### src/hw/rtl/ip_mask_filter_table_defines.svh
// ----------------------------------------------------------------------------
// Address filter table assertion macros
// Shared assertion shorthands for the filter table, clocked on clk_i and
// disabled while rst_ni is low.
// ----------------------------------------------------------------------------
`ifndef IP_MASK_FILTER_TABLE_DEFINES_SVH
`define IP_MASK_FILTER_TABLE_DEFINES_SVH

// The consequent must hold in the same cycle as the antecedent.
`define IPF_ASSERT_NOW(lbl, ante, cons, msg) \
  lbl: assert property (@(posedge clk_i) disable iff (!rst_ni) (ante) |-> (cons)) \
    else $error(msg);

// The consequent must hold in the cycle after the antecedent.
`define IPF_ASSERT_NEXT(lbl, ante, cons, msg) \
  lbl: assert property (@(posedge clk_i) disable iff (!rst_ni) (ante) |=> (cons)) \
    else $error(msg);

`endif

### src/hw/rtl/ipf_pkg.sv
// ----------------------------------------------------------------------------
// Address filter table package
// Sizes, request and status codes, payload types and the wildcard mask rule.
// ----------------------------------------------------------------------------
package ipf_pkg;

  localparam int unsigned MAX_ENTRIES = 64;
  localparam int unsigned CNT_W       = $clog2(MAX_ENTRIES + 1);
  localparam int unsigned ADDR_W      = 32;
  localparam int unsigned TOTAL_W     = 7;

  typedef enum logic [1:0] {
    REQ_LOOKUP = 2'd0,
    REQ_ADD    = 2'd1,
    REQ_REMOVE = 2'd2
  } req_e;

  typedef enum logic [1:0] {
    STATUS_DONE      = 2'd0,
    STATUS_FULL      = 2'd1,
    STATUS_NOT_FOUND = 2'd2
  } status_e;

  typedef enum logic {
    ST_IDLE,
    ST_SCAN
  } state_e;

  typedef struct packed {
    logic [1:0]        req_type;
    logic [ADDR_W-1:0] address;
  } req_t;

  typedef struct packed {
    logic               reject;
    logic [1:0]         status;
    logic [TOTAL_W-1:0] entry_total;
  } rsp_t;

  typedef struct packed {
    logic [ADDR_W-1:0] mask;
    logic [ADDR_W-1:0] value;
  } entry_t;

  // Every nonzero octet is matched exactly; a zero octet is a wildcard.
  function automatic logic [ADDR_W-1:0] wildcard_mask(logic [ADDR_W-1:0] addr);
    logic [ADDR_W-1:0] m;
    m = '0;
    for (int k = 0; k < ADDR_W / 8; k++) begin
      if (addr[8*k +: 8] != 8'd0) begin
        m[8*k +: 8] = 8'hff;
      end
    end
    return m;
  endfunction

endpackage

### src/hw/rtl/ipf_cell.sv
// ----------------------------------------------------------------------------
// Filter table cell
// Holds one mask and value pair and loads its neighbor's pair on each shift.
// ----------------------------------------------------------------------------
module ipf_cell
  import ipf_pkg::*;
(
  input  logic   clk_i,
  input  logic   shift_i,
  input  entry_t entry_i,
  output entry_t entry_o
);

  entry_t entry_q;

  always_ff @(posedge clk_i) begin
    if (shift_i) begin
      entry_q <= entry_i;
    end
  end

  assign entry_o = entry_q;

endmodule

### src/hw/rtl/ipf_chain.sv
// ----------------------------------------------------------------------------
// Filter table ring
// A ring of cells that rotates toward the head by one entry per shift; the
// tail cell takes the entry offered by the controller.
// ----------------------------------------------------------------------------
module ipf_chain
  import ipf_pkg::*;
(
  input  logic   clk_i,
  input  logic   shift_i,
  input  entry_t tail_i,
  output entry_t head_o
);

  entry_t link [MAX_ENTRIES];

  for (genvar j = 0; j < MAX_ENTRIES; j++) begin : g_cell
    entry_t cell_in;
    if (j == MAX_ENTRIES - 1) begin : g_tail
      assign cell_in = tail_i;
    end else begin : g_mid
      assign cell_in = link[j+1];
    end
    ipf_cell u_cell (
      .clk_i   (clk_i),
      .shift_i (shift_i),
      .entry_i (cell_in),
      .entry_o (link[j])
    );
  end

  assign head_o = link[0];

endmodule

### src/hw/rtl/ip_mask_filter_table.sv
// ----------------------------------------------------------------------------
// Address filter table
// Mask and value filter table with lookup, add and remove requests.
// ----------------------------------------------------------------------------
// Channel   Signals                          Direction  Handshake
// request   start, busy, req_i               in         start && !busy
// result    result_valid_o, rsp_o            out        one-cycle strobe
// config    cfg_valid_i, cfg_ready_o, cfg_wdata_i  in   valid && ready
//
// Every request rotates the whole entry ring once past the single comparator
// at its head; a remove writes each entry back one slot late until it drops
// the matching one. The result strobe comes in the cycle after the last
// rotation, and a new request may be accepted in that same cycle.
// Reset clears the entry count and sets reject_on_match; entries need no
// clearing. The receiver cannot stall results.
// ----------------------------------------------------------------------------
`include "ip_mask_filter_table_defines.svh"

module ip_mask_filter_table
  import ipf_pkg::*;
(
  input  logic clk_i,
  input  logic rst_ni,
  input  logic start,
  output logic busy,
  input  req_t req_i,
  output logic result_valid_o,
  output rsp_t rsp_o,
  input  logic cfg_valid_i,
  output logic cfg_ready_o,
  input  logic cfg_wdata_i
);

  state_e            state_q, state_d;
  logic [1:0]        req_q;
  logic [ADDR_W-1:0] addr_q, mask_q;
  logic [CNT_W-1:0]  k_q, k_d;
  logic [CNT_W-1:0]  used_q, used_d;
  logic              found_q, found_d;
  logic              hit_q, hit_d;
  logic              append_q, append_d;
  logic              rom_q;
  logic              valid_q, valid_d;
  rsp_t              rsp_q, rsp_d;
  entry_t            hold_q;

  entry_t head, tail, new_entry;
  logic   accept, shift, in_use;
  logic   hit_now, add_take, rem_take, found_any, hit_any, append_any, last;

  assign accept    = start && !busy;
  assign shift     = (state_q == ST_SCAN);
  assign new_entry = '{mask: mask_q, value: addr_q & mask_q};
  assign in_use    = (k_q < used_q);

  assign hit_now  = (req_q == REQ_LOOKUP) && in_use && ((addr_q & head.mask) == head.value);
  assign add_take = (req_q == REQ_ADD) && !found_q &&
                    ((in_use && (head.value == '1)) || (k_q == used_q));
  assign rem_take = (req_q == REQ_REMOVE) && !found_q && in_use && (head == new_entry);
  assign tail     = add_take ? new_entry :
                    ((req_q == REQ_REMOVE) && !found_q) ? hold_q : head;

  assign found_any  = found_q || add_take || rem_take;
  assign hit_any    = hit_q || hit_now;
  assign append_any = append_q || (add_take && (k_q == used_q));
  assign last       = (k_q == CNT_W'(MAX_ENTRIES)) ||
                      ((k_q == CNT_W'(MAX_ENTRIES - 1)) && (req_q != REQ_REMOVE));

  ipf_chain u_chain (
    .clk_i   (clk_i),
    .shift_i (shift),
    .tail_i  (tail),
    .head_o  (head)
  );

  always_comb begin
    state_d  = state_q;
    k_d      = k_q;
    used_d   = used_q;
    found_d  = found_q;
    hit_d    = hit_q;
    append_d = append_q;
    valid_d  = 1'b0;
    rsp_d    = rsp_q;
    case (state_q)
      ST_IDLE: begin
        if (accept) begin
          state_d  = ST_SCAN;
          k_d      = '0;
          found_d  = 1'b0;
          hit_d    = 1'b0;
          append_d = 1'b0;
        end
      end
      ST_SCAN: begin
        k_d      = k_q + CNT_W'(1);
        found_d  = found_any;
        hit_d    = hit_any;
        append_d = append_any;
        if (last) begin
          state_d           = ST_IDLE;
          valid_d           = 1'b1;
          rsp_d.reject      = 1'b0;
          rsp_d.status      = STATUS_DONE;
          case (req_q)
            REQ_LOOKUP: rsp_d.reject = hit_any ? rom_q : !rom_q;
            REQ_ADD: begin
              if (!found_any) begin
                rsp_d.status = STATUS_FULL;
              end else if (append_any) begin
                used_d = used_q + CNT_W'(1);
              end
            end
            REQ_REMOVE: begin
              if (!found_any) begin
                rsp_d.status = STATUS_NOT_FOUND;
              end else begin
                used_d = used_q - CNT_W'(1);
              end
            end
            default: ;
          endcase
          rsp_d.entry_total = TOTAL_W'(used_d);
        end
      end
      default: state_d = ST_IDLE;
    endcase
  end

  always_ff @(posedge clk_i or negedge rst_ni) begin
    if (!rst_ni) begin
      state_q  <= ST_IDLE;
      k_q      <= '0;
      used_q   <= '0;
      found_q  <= 1'b0;
      hit_q    <= 1'b0;
      append_q <= 1'b0;
      valid_q  <= 1'b0;
      rom_q    <= 1'b1;
    end else begin
      state_q  <= state_d;
      k_q      <= k_d;
      used_q   <= used_d;
      found_q  <= found_d;
      hit_q    <= hit_d;
      append_q <= append_d;
      valid_q  <= valid_d;
      if (cfg_valid_i && cfg_ready_o) begin
        rom_q <= cfg_wdata_i;
      end
    end
  end

  always_ff @(posedge clk_i) begin
    rsp_q  <= rsp_d;
    hold_q <= head;
    if (accept) begin
      req_q  <= req_i.req_type;
      addr_q <= req_i.address;
      mask_q <= wildcard_mask(req_i.address);
    end
  end

  assign busy           = (state_q != ST_IDLE);
  assign result_valid_o = valid_q;
  assign rsp_o          = rsp_q;
  assign cfg_ready_o    = 1'b1;

  `IPF_ASSERT_NOW(a_result_when_idle, result_valid_o, !busy, "result strobe while busy")
  `IPF_ASSERT_NEXT(a_accept_goes_busy, start && !busy, busy, "request accepted but not busy")
  `IPF_ASSERT_NEXT(a_single_strobe, result_valid_o, !result_valid_o, "result strobe too long")
  `IPF_ASSERT_NOW(a_full_at_max, result_valid_o && (rsp_o.status == STATUS_FULL),
                  rsp_o.entry_total == TOTAL_W'(MAX_ENTRIES), "full reported below capacity")

endmodule

### config.mk
export PLATFORM = sky130hd
export DESIGN_NAME = ip_mask_filter_table
export DESIGN_NICKNAME = d
export VERILOG_FILES = /design/src/hw/rtl/ipf_pkg.sv /design/src/hw/rtl/ipf_cell.sv /design/src/hw/rtl/ipf_chain.sv /design/src/hw/rtl/ip_mask_filter_table.sv
export VERILOG_INCLUDE_DIRS = /design/src /design/src/hw/rtl
export SDC_FILE = /design/constraint.sdc
export NUM_CORES = 2
export LEC_CHECK = 0
export ABC_AREA = 1
export BUFFER_PORTS_ARGS = -buffer_cell sky130_fd_sc_hd__buf_2
export CORE_MARGIN = 3
export CORE_UTILIZATION = 62
export DETAILED_ROUTE_END_ITERATION = 7
export MAX_ROUTING_LAYER = met4
export PLACE_DENSITY = 0.87
export SETUP_SLACK_MARGIN = 0.4
export SYNTH_ARGS = -nofsm -noshare
export SYNTH_HDL_FRONTEND = slang
export SYNTH_SLANG_ARGS = --single-unit
### constraint.sdc
create_clock -name clk_i -period 164.1 [get_ports clk_i]
set_input_delay 32.82 -clock clk_i [delete_from_list [all_inputs] [get_ports clk_i]]
set_output_delay 32.82 -clock clk_i [all_outputs]
set_load 0.005 [all_outputs]
==> impl_metrics.csv <==
group,metric,value,unit
global_routing,antenna_found_initial,14,
clock_network,ctsLongestPathBuffers,4,
worst_setup_path,crit_fanout,23,
sta,period_needed,34.75,ns
placed_design,placedCellCount,7912,
logic_synthesis,synthDistinctLibCells,40,
sta,fin_crit_sh,21.2,%
worst_setup_path,start_kind,"flip-flop",
clock_network,clock_latency,0.99,ns
detailed_routing,drt-vias-per-instance,5.91,
detailed_routing,via_count,50986,
pwr,p_leak,52.8,nW
floorplan,design.portCount,52,
sta,tightest_slew,1.23,ns
finish,fin_util,70.7,%
finish,nNetsFinal,5572,
logic_synthesis,synth_xor_area_share,0.175,%
clock_network,cts_root_buffer,"clkbuf_16",
status,violations,"design-rule violations",
sta,finalSetupViolCount,0,
logic_synthesis,synth_simple_gate_area_share,1.74,%
pwr,peakVddDrop,0.0229,mV
status,outcome,"finished with violations",
logic_synthesis,yosys.area.top_type,"edfxtp_1",
worst_setup_path,critical_path_class,"reg -> out",
worst_hold_path,hold_path_depth,0,
sta,maxSlewViolCount,0,
clock_network,cts_resized,0,
logic_synthesis,synth_top_family_by_area,"simple AND/OR/NAND/NOR gates",
floorplan,row_count,167,
clock_network,cts-htree-levels,5,
detailed_routing,dr.pass1.iters,8,
worst_setup_path,critical_path.cell_chain,"buf_2",
logic_synthesis,synth_area,130000,sq um
clock_network,path_clk_slew,0.07,ns
floorplan,initial_utilization,62.6,%
logic_synthesis,synth_top_area_share,95.5,%
logic_synthesis,synthAdderAreaFrac,0.134,%
sta,rsz0062_at_grt,"false",
worst_setup_path,critPathBufInv,1,
worst_setup_path,crit_arrival,1.93,ns
flow_run,max_cap_violations,0,
placed_design,place_hpwl,102000,um
sta,whs,0.325,ns
detailed_routing,drt_iter0_drc,7402,
finish,syn_to_final_growth,12.9,%
logic_synthesis,avgSynthCellArea,25.7,sq um
detailed_routing,drc,2,
clock_network,clock_sinks,4228,
logic_synthesis,netlist_instances,5064,
global_routing,grt_max_degree,227,
floorplan,dieHeight,464,um
logic_synthesis,synthTopCellsByArea,"edfxtp_1, dfxtp_1, nand2_1, nor2_1, dfrtp_1",
worst_hold_path,hold_class,"reg -> reg",
clock_network,ctsHoldBuffers,0,
logic_synthesis,synthMuxAreaShare,0.00865,%
clock_network,cts_tree,"done",
clock_network,numCtsBuffers,393,
placed_design,gp_congestion,0.841,
pwr,pwr-share-clk,28.2,%
detailed_routing,ant_nets,0,
worst_setup_path,worstRegToRegCells,7,
worst_setup_path,crit_family,"flip-flops",
global_routing,grt_use_total,23.8,%
floorplan,die_area,216000,sq um
worst_setup_path,slowest_delay,0.71,ns
global_routing,grt_pass1_vias,51271,
pwr,total_power,0.00330,W
floorplan,die_width,464,um
global_routing,grt_pass1_wl,360000,um
placed_design,io_buffers,50,
detailed_routing,wl,246000,um
pwr,p_int,0.00250,W
sta,max-slew-margin-rel,18.0,%
finish,drive_gt1_share,11.6,%
global_routing,overflow,0,
pwr,share_comb_of_total_power,4.4,%
floorplan,core_region_area,208000,sq um
pwr,pwr-share-seq,67.4,%
sta,finalHoldViolCount,0,
detailed_routing,wire_per_inst,28.5,um
logic_synthesis,ys_ff_latch,4228,
sta,skew,0.0939,ns
logic_synthesis,yosysWarnings,0,
pwr,swShare,24.3,%
clock_network,cts_setup_buffers,0,
worst_setup_path,crit_required,131.28,ns
worst_setup_path,endpoint_kind,"primary output",
worst_setup_path,crit_path_top_delay_cell,"dfrtp_4",
logic_synthesis,ys_seq_area_share,96.9,%
logic_synthesis,synth_nets,5117,
worst_setup_path,path_depth,1,
pwr,power_density,22.4,nW/um^2
logic_synthesis,synth_compound_area_share,0.701,%
finish,fin_cells,8622,
sta,setup_tns,0,ns
pwr,p_sw,0.000800,W
sta,fmax,28.8,MHz
registers in the layout (all words and copies together) (netlist names), 2 cells and up:
signal                         cells
u_chain.g_cell.u_cell.entry_o   4096
rsp_o                             10
used_q                             7
k_q                                7
addr_q                            32
hold_q                            64
req_q                              2
mask_q                             4
metal layers:
metal / track usage [%] / share of wire [%] / up-vias
met5: - / 0 / -
met1: 32.3 / 38 / 26174
met2: 36.6 / 49 / 3077
met4: 9.53 / 4.7 / 0
met3: 4.76 / 8.1 / 760
li1: - / - / 20975
path summary, 6_finish.rpt:
| check | startpoint | endpoint | slack, ns |
|---|---|---|---|
| setup / recovery | busy | busy | 129.35 |
| hold / removal | u_chain.g_cell[31].u_cell.entry_o[36] | u_chain.g_cell[30].u_cell.entry_o[36] | 0.32 |
| setup reg to reg | busy | u_chain.g_cell[41].u_cell.entry_o[58] | 156.42 |
| hold reg to reg | u_chain.g_cell[31].u_cell.entry_o[36] | u_chain.g_cell[30].u_cell.entry_o[36] | 0.32 |
| max in group asynchronous | rst_ni | busy | 131.69 |
| min in group asynchronous | rst_ni | result_valid_o | 31.86 |
cells in the final DEF (no fill, tap or decap), types with 33 or more instances in the layout:
| master | instances |
|---|---|
| edfxtp_1 | 4144 |
| clkbuf_16 | 397 |
| nand2_1 | 285 |
| nor2_1 | 129 |
| clkbuf_1 | 79 |
| nand3_1 | 71 |
| clkinv_1 | 70 |
| o21ai_0 | 64 |
| clkinv_2 | 64 |
| dfxtp_1 | 64 |
| inv_1 | 63 |
| bufinv_16 | 51 |
| buf_2 | 50 |
| buf_4 | 45 |
| o211ai_1 | 33 |
metrics by stage:
step	worst slack, ns	cell area [sq um]
floorplan	23.83	130000
global placement	129.70	134000
detailed placement	129.55	134000
CTS	129.32	147000
global route	129.30	147000
finish	129.35	147000
power groups by stage:
stage / clock (W) / combinational, W / sequential (W)
floorplan: 0 / 0.0000420 / 0.00274
global placement: 0 / 0.000125 / 0.00212
detailed placement: 0 / 0.000132 / 0.00216
CTS: 0.000950 / 0.000144 / 0.00223
global route: 0.000983 / 0.000158 / 0.00227
finish: 0.000930 / 0.000146 / 0.00222
cells in the mapped netlist (all sizes together):
cell	instances
nand2	287
nor2	133
ha	14
nand4	13
buf	19
a211oi	3
nor4	9
and2	5
o211ai	33
mux2	1
dfstp	1
o21ai	71
edfxtp	4144
conb	1
a32o	1
dfxtp	64
nand3	71
xor2	24
o22ai	1
nand3b	3
nor3	11
clkinv	1
o31ai	29
inv	66
dfrtp	19
or2	8
a21oi	10
xnor2	2
clkbuf	20
area by class of cell:
class	instances	area (sq um)
flip-flops and latches	4228	126000
diodes	7	17.5
repair buffers	99	668
fillers	10765	60900
multi-input cells	730	3620
inverters	67	251
well taps	2788	3490
clock inverters	221	2430
clock buffers	482	10300
kinds of logic after synthesis:
| kind of cell | Yosys count |
|---|---|
| DFF | 4228 |
| and+or+nand+nor | 540 |
| AOI/OAI and AO/OA | 148 |
| buffers and inverters | 106 |
| xor gates and xnor gates | 26 |
| adders and majority gates | 14 |
| other | 1 |
| muxes | 1 |
Note: power is estimated with default switching activity, not from simulation.
